## src/rtl/bfs_ram.sv

```systemverilog
// ----------------------------------------------------------------------------
// bfs_ram: generic single-port-write, single-port-read memory
// One write and one registered read per cycle. Contents have no reset.
// ----------------------------------------------------------------------------
module bfs_ram #(
	parameter int unsigned WIDTH = 8,
	parameter int unsigned DEPTH = 256
) (
	input  logic                     clk,
	input  logic                     we,
	input  logic [$clog2(DEPTH)-1:0] waddr,
	input  logic [WIDTH-1:0]         wdata,
	input  logic [$clog2(DEPTH)-1:0] raddr,
	output logic [WIDTH-1:0]         rdata
);

	logic [WIDTH-1:0] mem_q [DEPTH];
	logic [WIDTH-1:0] rdata_q;

	always_ff @(posedge clk) begin
		if (we) begin
			mem_q[waddr] <= wdata;
		end
		rdata_q <= mem_q[raddr];
	end

	assign rdata = rdata_q;

endmodule

```

## config.mk

```make
export PLATFORM = sky130hd
export DESIGN_NAME = bfs_ram
export DESIGN_NICKNAME = d
export VERILOG_FILES = /design/src/rtl/bfs_ram.sv
export SDC_FILE = /design/constraint.sdc
export NUM_CORES = 2
export LEC_CHECK = 0
export BUFFER_PORTS_ARGS = -buffer_cell sky130_fd_sc_hd__buf_2
export CAP_MARGIN = 25
export CORE_ASPECT_RATIO = 1.5
export CORE_MARGIN = 1.5
export CORE_UTILIZATION = 57
export CTS_CLUSTER_DIAMETER = 150
export DETAILED_ROUTE_END_ITERATION = 6
export PLACE_DENSITY = 0.76
export REMOVE_ABC_BUFFERS = 1
export SLEW_MARGIN = 15
export SYNTH_ARGS = -nofsm -noshare
export SYNTH_HDL_FRONTEND = slang
export SYNTH_SLANG_ARGS = --single-unit
```

## constraint.sdc

```tcl
create_clock -name clk -period 2.3 [get_ports clk]
set_input_delay 0.23 -clock clk [delete_from_list [all_inputs] [get_ports clk]]
set_output_delay 0.23 -clock clk [all_outputs]
set_load 0.01 [all_outputs]
```

* Word level (Yosys, flattened, before mapping) *
Memory sizes are Yosys's and may differ from the RTL's. A register that Yosys moved wholly into a read port is not among the register bits.
Cells that the tools add are included.

cells by class
  add/sub/neg operators = 0
  $mul = 0
  divide/modulo/power cells = 0
  order comparisons = 0
  eq/ne operators = 0
  shift operators = 0
  multiplexer cells = 2
  bitwise logic cells = 0
  reduce and logical (&&, ||, !) cells = 0

operators by type and width
  operator           count
  two-way mux 1 bit  2

word-level totals
  flip-flop bits (word level) = 0
  bits in latches = 0
  RAM bits = 2048
  bits in read-only memories = 0
  input port bits = 26
  output and inout port bits = 8
  word-level logic and storage cells = 3
  memories kept = 1

memories
  memory  words  bits a word  rd ports  clocked after memory_dff  write ports  RTL line  text
  mem_q   256    8            1         1                         1            17        logic [WIDTH-1:0] mem_q [DEPTH];

* Longest topological paths before layout *
  word-level depth = 2
  depth in mapped cells = 11
  mapped depth without buffers = 6

* Worst setup path before layout *
OpenSTA, ideal clock, no wires.

  path kind = input-to-reg
  from = input port raddr[0]
  to = register rdata_q[2] (netlist: rdata[2]) (read register of mem_q)
  arrival time = 2037 ps
  required time = 2169 ps
  setup slack = 132 ps
  cell stages on the path = 9
  path buffers = 4
  cells stage by stage = buf_6 buf_12 buf_8 buf_2 mux4_2 a22oi_1 a21oi_1 nor4_1 nor4_2

RTL lines
  item             RTL line  text
  start, declared  13        input logic [$clog2(DEPTH)-1:0] raddr,
  end, declared    18        logic [WIDTH-1:0] rdata_q;

==> results.txt <==
- Timing would allow up to 435 MHz.
* Final core area utilization: between 60% and 70%
* Total power after layout: 74.3 mW
- For this block, the initial DRC count from the detailed router was between 5000 and 6000.
* Slew headroom: 30.2%
- Drt via density: 6.57
- Number of global-route vias before repair: between 40000 and 50000
* Clock insertion delay at the later pin of the skew report: approximately 0.8 ns
- RSZ-0062 raised after global routing: no
- Commonest cells in the synthesized netlist: sky130_fd_sc_hd__edfxtp_1, sky130_fd_sc_hd__mux4_2, sky130_fd_sc_hd__nor2_1
* Area growth syn-to-layout: 16.9%
- The final layout contains routed wiring with a total length of ~200 mm.
- The number of antenna violations at the first check in global routing came to 12.
- The worst setup path is launched from a register.
- Post-layout minimum cycle time: 2.30 ns
- On the worst path, the slowest cell contributes a delay of between 0.4 and 0.5 ns.
- Die Footprint: between 100000 and 150000 um2
- Critical Path RT: 2.99 ns
- Count of boundary I/O pins: 34
- Most used flip-flop cell after synthesis: sky130_fd_sc_hd__edfxtp_1
- CP endpoint kind: register
* Detailed-routing iteration count for the pre-antenna-repair pass: 5
- Crit path DAT: ~3.0 ns
- Power density cells: 800 nW/um2
* Count of buffering cells on the critical path with inverters included: 1
- Unique masters post-synth: 55
- Setup violations remaining at the end of the flow were counted as 0.
- Setup Slack @ Placement: -1.10 ns
* Post-synth design cell area: 79600 um2
- Biggest fanout along the worst timing path: 1
* Number of max-slew violations in the final report: 0
- The cell family contributing the most delay on the critical path is compound AO/OA/AOI/OAI gates.
* Leakage dissipation: between 30 and 40 nW
- Type of the tightest min-delay check: input pin to register
* H-tree lvl count: 4
* Worst Max-Slew Pin Slew: 1.05 ns
* Clock root cell: sky130_fd_sc_hd__clkbuf_16
- Chip Width: 308 um
* Chip height: 461 um
* Max-cap violations: 0
- After floorplanning, the core was sized to cover ~140000 um2.
* Number of enable-type register cells in the synthesized netlist: between 2000 and 2500
- Worst-case setup margin in the final layout: a little over 0.002 ns
- The first global-routing pass estimated 295 mm of wire.
* Clock tree from TritonCTS: yes
- Worst setup path class: register to register
- For this run, design rule violations remaining after detail routing come to 0.
- The congestion estimate from routability-driven global placement came to 0.922.
* Most used standard cell by instance count after synthesis: sky130_fd_sc_hd__edfxtp_1
- Cell count after placement: ~6100
- Register area share after synthesis: 77.5%
- The synthesized design contains 2056 register bits.
* Effective utilization at floorplan: 57.5%
- Average wire length per cell after detail routing: between 30 and 40 um
- In the final layout, the share of cells above drive strength 1 is 33.0%.
- The HPWL after detailed placement is 133 mm.
- Port buffering added 33 buffers.
- Entering global routing, the biggest net connects 105 pins.
- For this design, the slowest cell found on the critical path is sky130_fd_sc_hd__mux4_2.
* Post-CTS Setup Inserts: 0
- Number of warnings printed during yosys synthesis: 0
- Final number of hold-violating endpoints: 0
- After the flow finishes, the layout carries non-filler instances totaling 6431.
- Row cnt: 167
- Number of CTS-inserted buffers: 171
- The flow ran to the end, and the final reports show no timing, DRC or antenna violations.
- For this run, the post-layout net count is 4453.
- CTS clk-pin slew, worst paths: 0.07 ns
* Area share of the leading cell type in the synthesized netlist: 77.3%
* Number of clock sinks seen by CTS: 2056
- Setup skew after layout: 0.0302 ns
- The average instance in the mapped netlist occupies 21.3 um2.
* Count of vias placed by the detailed router: 42200
* Antenna viol nets, final: 0
* Total global routing overflow: 0
- Crit share post-route: ~100%
- Synth Instances: 3733
* GR Util All Layers: approximately 29%
* Cell chain of the critical path: mux4_2, mux2_2, a211oi_1, a21oi_1, a22oi_1, buf_4, nor4_2
- The clock passes through at most 3 buffers.
* Peak ir drop on the vdd network: 826 uV
* Async S/R FF share, synth: 0%
* Largest area contributor in the netlist: sky130_fd_sc_hd__edfxtp_1
- Top cells by area, synth: sky130_fd_sc_hd__edfxtp_1, sky130_fd_sc_hd__mux4_2, sky130_fd_sc_hd__mux2i_1
per-stage QoR:
step                hold slack [ns]  TNS [ns]  cell area (um2)
finish                       0.0812         0            93000
CTS                          0.0344         0            92900
detailed placement            0.684     -6.65            87200
floorplan                     0.329     -2.38            78100
global placement              0.689     -6.82            87200
global route                 0.0663         0            93000
per-layer routing:
metal	vias to the layer above	global-route usage, %	wire [um]
met3	659	5.58	18700
li1	17000	-	-
met1	21900	35.5	67900
met4	12	18.0	14100
met5	-	0	82
met2	2673	49.0	103000
layout make-up:
| cell class | instances | area (um2) |
|---|---|---|
| inverters | 2 | 7.51 |
| repair buffers | 754 | 6760 |
| diodes | 6 | 15.0 |
| flip-flops and latches | 2056 | 61700 |
| clock buffers | 212 | 4570 |
| well taps | 1859 | 2330 |
| clock inverters | 100 | 866 |
| fillers | 8396 | 45300 |
| multi-input cells | 1442 | 16800 |
flip-flops by register name (all words and copies together), names as in the netlist:
signal  cells
mem_q    2048
rdata       8
placed cells by master (no fill, tap or decap), types with 8 or more instances in the layout:
cell,n
sky130_fd_sc_hd__nor3_1,15
sky130_fd_sc_hd__clkbuf_16,175
sky130_fd_sc_hd__clkinvlp_4,10
sky130_fd_sc_hd__edfxtp_1,2048
sky130_fd_sc_hd__o22ai_1,28
sky130_fd_sc_hd__clkinv_2,32
sky130_fd_sc_hd__o221ai_1,45
sky130_fd_sc_hd__mux4_2,455
sky130_fd_sc_hd__nor2_1,277
sky130_fd_sc_hd__a211oi_1,10
sky130_fd_sc_hd__dfxtp_1,8
sky130_fd_sc_hd__buf_2,21
sky130_fd_sc_hd__nor4_1,13
sky130_fd_sc_hd__nor2b_1,28
sky130_fd_sc_hd__a21oi_1,95
sky130_fd_sc_hd__nand4_1,10
sky130_fd_sc_hd__a221oi_1,9
sky130_fd_sc_hd__clkbuf_1,32
sky130_fd_sc_hd__clkbuf_8,13
sky130_fd_sc_hd__o21ai_0,10
sky130_fd_sc_hd__o211ai_1,10
sky130_fd_sc_hd__bufinv_16,13
sky130_fd_sc_hd__mux2i_1,134
sky130_fd_sc_hd__clkinv_1,37
sky130_fd_sc_hd__nand2_1,33
sky130_fd_sc_hd__buf_4,632
sky130_fd_sc_hd__nand3_1,33
sky130_fd_sc_hd__buf_12,86
sky130_fd_sc_hd__a22o_1,8
sky130_fd_sc_hd__a22oi_1,132
logic make-up (layout without fill, tap and decap cells):
kind of cell           count (synthesis)  in the layout  synth area share, %
multiplexers                         591            591                 14.6
AO/OA/AOI/OAI                        385            385                 3.42
other                                  0              6                    0
flip-flops                          2056           2056                 77.5
buffers and inverters                235           1068                 1.83
AND/OR/NAND/NOR                      466            466                 2.63
path summary, 6_finish.rpt:
path / to / slack (ns) / startpoint / cells after the start
worst max-delay path: rdata[6] / 0.002 / mem_q[3][6] / 7
worst max register to register: rdata[6] / 0.002 / mem_q[3][6] / 7
worst min register to register: rdata[1] / 1.10 / mem_q[234][1] / 5
worst min-delay path: mem_q[38][1] / 0.08 / wdata[1] / 1
worst reg2reg max path: stages, from the launching register on:
cell                       delay (ns)
sky130_fd_sc_hd__edfxtp_1        0.39
sky130_fd_sc_hd__mux4_2          0.46
sky130_fd_sc_hd__mux2_2          0.30
sky130_fd_sc_hd__a211oi_1        0.33
sky130_fd_sc_hd__a21oi_1         0.08
sky130_fd_sc_hd__a22oi_1         0.37
sky130_fd_sc_hd__buf_4           0.22
sky130_fd_sc_hd__nor4_2          0.05
repair_timing:
action / in CTS / in global routing
endpoints found under the setup margin: 8 / 6
hold endpoints to repair: 209 / 0
hold buffers: 5 / 0
resized for setup: 35 / 15
pin swaps: 12 / 8
power breakdown:
group          leakage [nW]  switching [mW]  internal (mW)  total (mW)
clock                  2.65            13.0           15.6        28.5
combinational          9.05            2.65           1.80        4.46
sequential             18.5          0.0717           41.3        41.3
total                  30.2            15.7           58.7        74.3
(Power assumes the default switching activity.)
