$ cat src/rtl/bfs_pkg.sv
// ----------------------------------------------------------------------------
// bfs_pkg: shared definitions for the instruction stepper
// Action codes, instruction byte codes, default depths and the control and
// status structs that pass between the sequencer and the bracket scan unit.
// ----------------------------------------------------------------------------
package bfs_pkg;

	// Default store depths, handed to the top level as parameter defaults.
	localparam int unsigned DATA_DEPTH_DEF = 32768;
	localparam int unsigned PROG_DEPTH_DEF = 4096;

	// Action codes of a step word.
	localparam logic [1:0] ACT_LOAD      = 2'd0;
	localparam logic [1:0] ACT_EXEC      = 2'd1;
	localparam logic [1:0] ACT_CLR_DATA  = 2'd2;
	localparam logic [1:0] ACT_CLR_PROG  = 2'd3;

	// Instruction bytes. Every other byte is a comment.
	localparam logic [7:0] OP_RIGHT = 8'h3E;
	localparam logic [7:0] OP_LEFT  = 8'h3C;
	localparam logic [7:0] OP_INC   = 8'h2B;
	localparam logic [7:0] OP_DEC   = 8'h2D;
	localparam logic [7:0] OP_OUT   = 8'h2E;
	localparam logic [7:0] OP_IN    = 8'h2C;
	localparam logic [7:0] OP_OPEN  = 8'h5B;
	localparam logic [7:0] OP_CLOSE = 8'h5D;

	// Sequencer to scan unit.
	typedef struct packed {
		logic start;
		logic back;
	} scan_ctl_t;

	// Scan unit to sequencer.
	typedef struct packed {
		logic done;
		logic err;
	} scan_st_t;

endpackage

$ cat src/rtl/bfs_scan.sv
// ----------------------------------------------------------------------------
// bfs_scan: bracket matching scan unit
// Walks the program store one byte per cycle, forward or backward, keeping
// the nesting depth. The next position, the new depth and the bound check
// are formed combinationally on every step.
// ----------------------------------------------------------------------------
module bfs_scan #(
	parameter int unsigned PROG_DEPTH = bfs_pkg::PROG_DEPTH_DEF
) (
	input  logic                          clk,
	input  logic                          arst_n,
	input  bfs_pkg::scan_ctl_t            ctl,
	input  logic                          active,
	input  logic [$clog2(PROG_DEPTH+1)-1:0] ip,
	input  logic [$clog2(PROG_DEPTH+1)-1:0] len,
	input  logic [7:0]                    op,
	output bfs_pkg::scan_st_t             st,
	output logic [$clog2(PROG_DEPTH+1)-1:0] match,
	output logic [$clog2(PROG_DEPTH)-1:0] raddr
);

	localparam int unsigned PW  = $clog2(PROG_DEPTH + 1);
	localparam int unsigned PAW = $clog2(PROG_DEPTH);

	logic [PW-1:0] sp_q;
	logic [PW-1:0] depth_q;
	logic          back_q;

	logic          back;
	logic [PW-1:0] base;
	logic [PW-1:0] nxt;
	logic [PW-1:0] dn;
	logic          hit;
	logic          bound_err;

	always_comb begin
		back = ctl.start ? ctl.back : back_q;
		base = ctl.start ? ip : sp_q;
		nxt  = back ? base - PW'(1) : base + PW'(1);
		if (ctl.start) begin
			dn = PW'(1);
		end else if (op == (back ? bfs_pkg::OP_CLOSE : bfs_pkg::OP_OPEN)) begin
			dn = depth_q + PW'(1);
		end else if (op == (back ? bfs_pkg::OP_OPEN : bfs_pkg::OP_CLOSE)) begin
			dn = depth_q - PW'(1);
		end else begin
			dn = depth_q;
		end
		hit       = active && (dn == '0);
		// Backward checks the current position before stepping, forward checks
		// the new position against the program end.
		bound_err = back ? (base == '0) : (nxt >= len);
		st.done   = hit;
		st.err    = (ctl.start || active) && !hit && bound_err;
		match     = sp_q + PW'(1);
		raddr     = nxt[PAW-1:0];
	end

	always_ff @(posedge clk or negedge arst_n) begin
		if (!arst_n) begin
			sp_q    <= '0;
			depth_q <= '0;
			back_q  <= 1'b0;
		end else if (ctl.start || active) begin
			sp_q    <= nxt;
			depth_q <= dn;
			back_q  <= back;
		end
	end

endmodule

$ cat config.mk
export PLATFORM = sky130hd
export DESIGN_NAME = bfs_scan
export DESIGN_NICKNAME = d
export VERILOG_FILES = /design/src/rtl/bfs_pkg.sv /design/src/rtl/bfs_scan.sv
export SDC_FILE = /design/constraint.sdc
export NUM_CORES = 1
export LEC_CHECK = 0
export BUFFER_PORTS_ARGS = -buffer_cell sky130_fd_sc_hd__clkbuf_2
export CAP_MARGIN = 20
export CORE_MARGIN = 4
export CORE_UTILIZATION = 51
export CTS_CLUSTER_SIZE = 10
export DETAILED_ROUTE_END_ITERATION = 8
export GPL_ROUTABILITY_DRIVEN = 1
export GPL_TIMING_DRIVEN = 0
export PLACE_DENSITY_LB_ADDON = 0.3
export SETUP_SLACK_MARGIN = 0.2
export SYNTH_ARGS = -nofsm -noshare
export SYNTH_HDL_FRONTEND = slang
export SYNTH_SLANG_ARGS = --single-unit
$ cat constraint.sdc
create_clock -name clk -period 3.4 [get_ports clk]
set_clock_uncertainty 0.2 [all_clocks]
set_input_delay 0.17 -clock clk [delete_from_list [all_inputs] [get_ports clk]]
set_output_delay 0.17 -clock clk [all_outputs]
set_load 0.03 [all_outputs]
---- Word-level counts from Yosys, hierarchy flattened ----
Cells that the tools add are included.
storage, ports and cells
  register bits after elaboration ......... 27
  input port bits ......................... 39
  output and inout port bits .............. 27
  word-level logic and storage cells ...... 27
operators by class
  add/sub/neg operators ................... 5
  $lt $le $gt $ge ......................... 1
  equal/unequal tests ..................... 2
  mux-type cells .......................... 9
  reduce and logical (&&, ||, !) cells .... 7
operator list
  operator                                                               count
  13-bit 2-to-1 mux                                                      5
  13-bit by 1-bit adder with 13-bit output (second input constant)       3
  13-bit zero test                                                       2
  13-bit by 1-bit subtractor with 13-bit output (second input constant)  2
  8-bit by 7-bit equality test with 1-bit output                         2
  13-bit >= comparator                                                   1
  3-bit 2-to-1 mux                                                       2
  1-bit logical AND                                                      3
  1-bit 2-to-1 mux                                                       2
  1-bit zero test                                                        1
  1-bit logical OR                                                       1

---- Longest topological paths before layout ----
  depth in word-level cells ............... 11
  mapped depth ............................ 19

---- Worst setup path before layout ----
OpenSTA, ideal clock, no wires.
  kind .................................... input to output
  from .................................... in ctl[1] in the netlist's numbering
  to ...................................... out st[0] in the netlist's numbering
  arrival time ............................ 4100 ps
  data required time ...................... 3030 ps
  setup slack ............................. -1070 ps
  stages .................................. 17
  path buffers ............................ 2
  cells stage by stage .................... buf_6 clkbuf_1 mux2_2 ha_1 a21o_1 a21oi_1 a21oi_1 o31a_1 o21bai_1 nand2_1 xor2_1 ha_1 o211ai_1 a211o_1 a21oi_1 nor3_1 nor4_1
RTL lines
  what                RTL line        text
  start: declaration  bfs_scan.sv:12  input bfs_pkg::scan_ctl_t ctl,
  end: declaration    bfs_scan.sv:17  output bfs_pkg::scan_st_t st,

==> reports/results.ini <==
[timing]
slew_headroom=0.520
rsz0062_at_grt=yes
tightest_slew_ns=0.719
drv_slew=0
finalSetupViolations=4
fin_crit_sh=1.26
fin_tns_setup_ns=-2.07
fin_ws_ns=-0.874
hold_violations=0
timing.final.crit_period_ns=4.27
max_freq_mhz=234

[route]
via_count=3233
met2WireLength_um=4320
firstDrtPassIters=4
wirelength_um=8980
drt-met1-wl_um=4060
wl_met3_um=513
top_layer_used=met4
drc=0
wl_per_cell_um=15.9
avgViaCountPerCell=5.72
antenna_left=0
drt_iter0_markers=200

[cells_and_area]
nNetsFinal=558
antenna_cells=0
multiInputGateArea_um2=2460
drive_gt1_frac=0.335
syn2layout_area_growth_pct=27.0
final_cell_area_um2=4100
final_cell_mix=58 x clkbuf_2, 30 x nor2_1, 30 x buf_4, 29 x nand2_1, 26 x dfrtp_1
regArea_um2=677
final_common_cell=clkbuf_2
n_fill_cell=485

[synthesis]
synth_area_um2=3230
synth_top_flop_cell=dfrtp_1
ys_seq_elements=27
synthCells=402
synth_nets=469
synth_top_cell_area_share=0.209
syn-mean-instance-area_um2=8.03
synth_edf_count=0
synth.area.top_cells=dfrtp_1 21%, ha_1 10%, xnor2_1 7.6%, mux2_2 7.3%, a21oi_1 4.0%
ys.warnings.count=0
synthArstFlopShare=1.00
seq_area_frac_synth=0.209
synth_top_cell_by_area=dfrtp_1
yosysUniqueCellTypes=56

[grt]
grt_max_degree=28
grt_pass1_vias=3075
grt_overflow=0
grt_pass1_wl_um=14400
antenna_found_initial=0
track_usage=0.233

[clock_tree]
root_buffer=clkbuf_8
clk_latency_ns=0.28
h-tree-depth=1
clk_pin_slew_ns=0.10
cts_tree=done
cts_buffers=3
cts.sinks=27
cts_buffer_depth=2

[die]
die_area_um2=7670
ioPinCount=66
start_util=0.536
core_um2=6030
rows=28
die_h_um=87.6
die_x_um=87.6

[min_path]
hold_start=ip[0]
min_path_cells=3
hold_path.class=in2reg
hold_end=sp_q[0]

[status]
status=finished, violations left
violations=setup timing

[critical_path]
cp_num_buf_inv=5
path_class=reg2out
worstPathRequired_ns=3.03
crit_family=compound AO/OA/AOI/OAI gates
critPathArrivalTime_ns=3.90
timing.rr.end=sp_q[11]
rrSetupSlack_ns=-0.35
critical_path.startpoint_type=flip-flop
worstPathMaxFanout=4
worst_path_max_delay_cell=dfrtp_1
reg2reg_from=back_q
path_cells=mux2i_4 -> inv_6 -> ha_4 -> a21o_1 -> a21oi_2 -> a21oi_2 -> o31a_1 -> o21bai_1 -> buf_4 -> buf_4 -> buf_4 -> a31oi_4 -> xor2_2 -> ha_2 -> o21ai_0 -> a21oi_2 -> nor3_2 -> nor4_4 -> clkbuf_8
cpPeakStageDelay_ns=0.40
reg2reg_depth=19
critPathCaptureType=output pin

[place]
place_congestion=0.955
post-dp-hpwl_um=6550
placed_area_um2=3670
portBuffers=63

[flow_run]
drv_cap=0

[power]
power_density_nw_per_um2=695
leakagePower_nw=1.86
vdd_drop_max_uv=872

[timing repair]
item,CTS,global route
pin swaps,6,6
hold buffers,1,0
setup endpoints to repair,10,8
resized for setup,27,22
endpoints found under the hold margin,27,0
setup buffers,19,1
[cells by family (layout without fill, tap and decap cells)]
group                    Yosys count  after routing  share of synthesized area
AO/OA/AOI/OAI                     75             75                      0.143
XOR/XNOR                          39             39                      0.106
adder cells (fa/ha/maj)           28             28                      0.111
buffers and inverters             56            144                     0.0868
flip-flops                        27             27                      0.209
multiplexers                      26             26                     0.0965
AND/OR/NAND/NOR                  151            151                      0.248
[worst max-delay path by stage]
| stage | start | end | slack [ns] | cells after the start |
|---|---|---|---|---|
| 2_1_floorplan | back_q | st[0] | -0.34 | 16 |
| 3_3_place_gp | ctl[1] | st[0] | -0.95 | 18 |
| 3_5_place_dp | ctl[1] | st[0] | -1.02 | 18 |
| 4_1_cts | back_q | st[0] | -0.77 | 17 |
| 5_1_grt | back_q | st[0] | -1.02 | 18 |
| 6_report | back_q | st[0] | -0.87 | 19 |
[tightest hold or removal path, cell delays in order]
cell	delay, ns
clkbuf_2	0.08
mux2_4	0.18
o21ai_0	0.09
[power by group]
group / switching (mW) / total [mW] / internal (mW)
Sequential: 0.0898 / 0.490 / 0.400
Combinational: 1.20 / 2.17 / 0.973
Clock: 0.105 / 0.190 / 0.0842
Total: 1.39 / 2.85 / 1.46
[layer usage]
layer,track usage,vias up
met5,0,-
met4,0.0349,0
met3,0.0310,10
met2,0.390,96
met1,0.327,1530
li1,-,1597
[cell usage after synthesis, types with 2 or more instances]
cell type	count
buf_6	2
a211o_1	3
a21oi_1	26
mux2i_4	2
or3_1	7
and2_1	3
o21a_1	4
clkbuf_1	11
o211ai_1	2
nand3_1	15
xnor2_1	28
nor2b_1	8
a31oi_1	3
o21ai_0	19
buf_2	3
nor3b_1	3
inv_1	25
nor2_1	30
a32oi_1	3
xor2_1	11
nor4_1	6
nand2b_1	5
or2_2	3
mux2_2	21
dfrtp_1	27
nor3_1	13
nand4_1	10
o21ai_1	2
ha_1	27
nand3b_1	4
buf_4	13
a21o_1	2
mux2i_1	3
or4_1	2
nand2_1	29
and3_1	7
[stage by stage]
stage | hold WS, ns | util | setup slack, ns | std cells | power (mW)
finish | 0.0914 | 0.680 | -0.874 | 565 | 2.85
global route | 0.113 | 0.680 | -1.02 | 565 | 3.04
CTS | 0.0856 | 0.661 | -0.765 | 564 | 2.67
detailed placement | 0.0533 | 0.609 | -1.02 | 540 | 2.27
global placement | 0.0466 | 0.609 | -0.953 | 540 | 2.23
floorplan | -0.326 | - | -0.337 | 402 | 1.84
[layout make-up]
type                       count  area share
tap                           75      0.0229
clock buffer                   4      0.0110
multi-input combinational    319       0.600
buffer                        30      0.0449
timing repair buffer          84       0.132
inverter                      26      0.0250
sequential                    27       0.165
[registers in the layout, summed over array words and instances, names as in the netlist]
register / cells
back_q: 1
sp_q: 13
depth_q: 13
(Power assumes the default switching activity.)
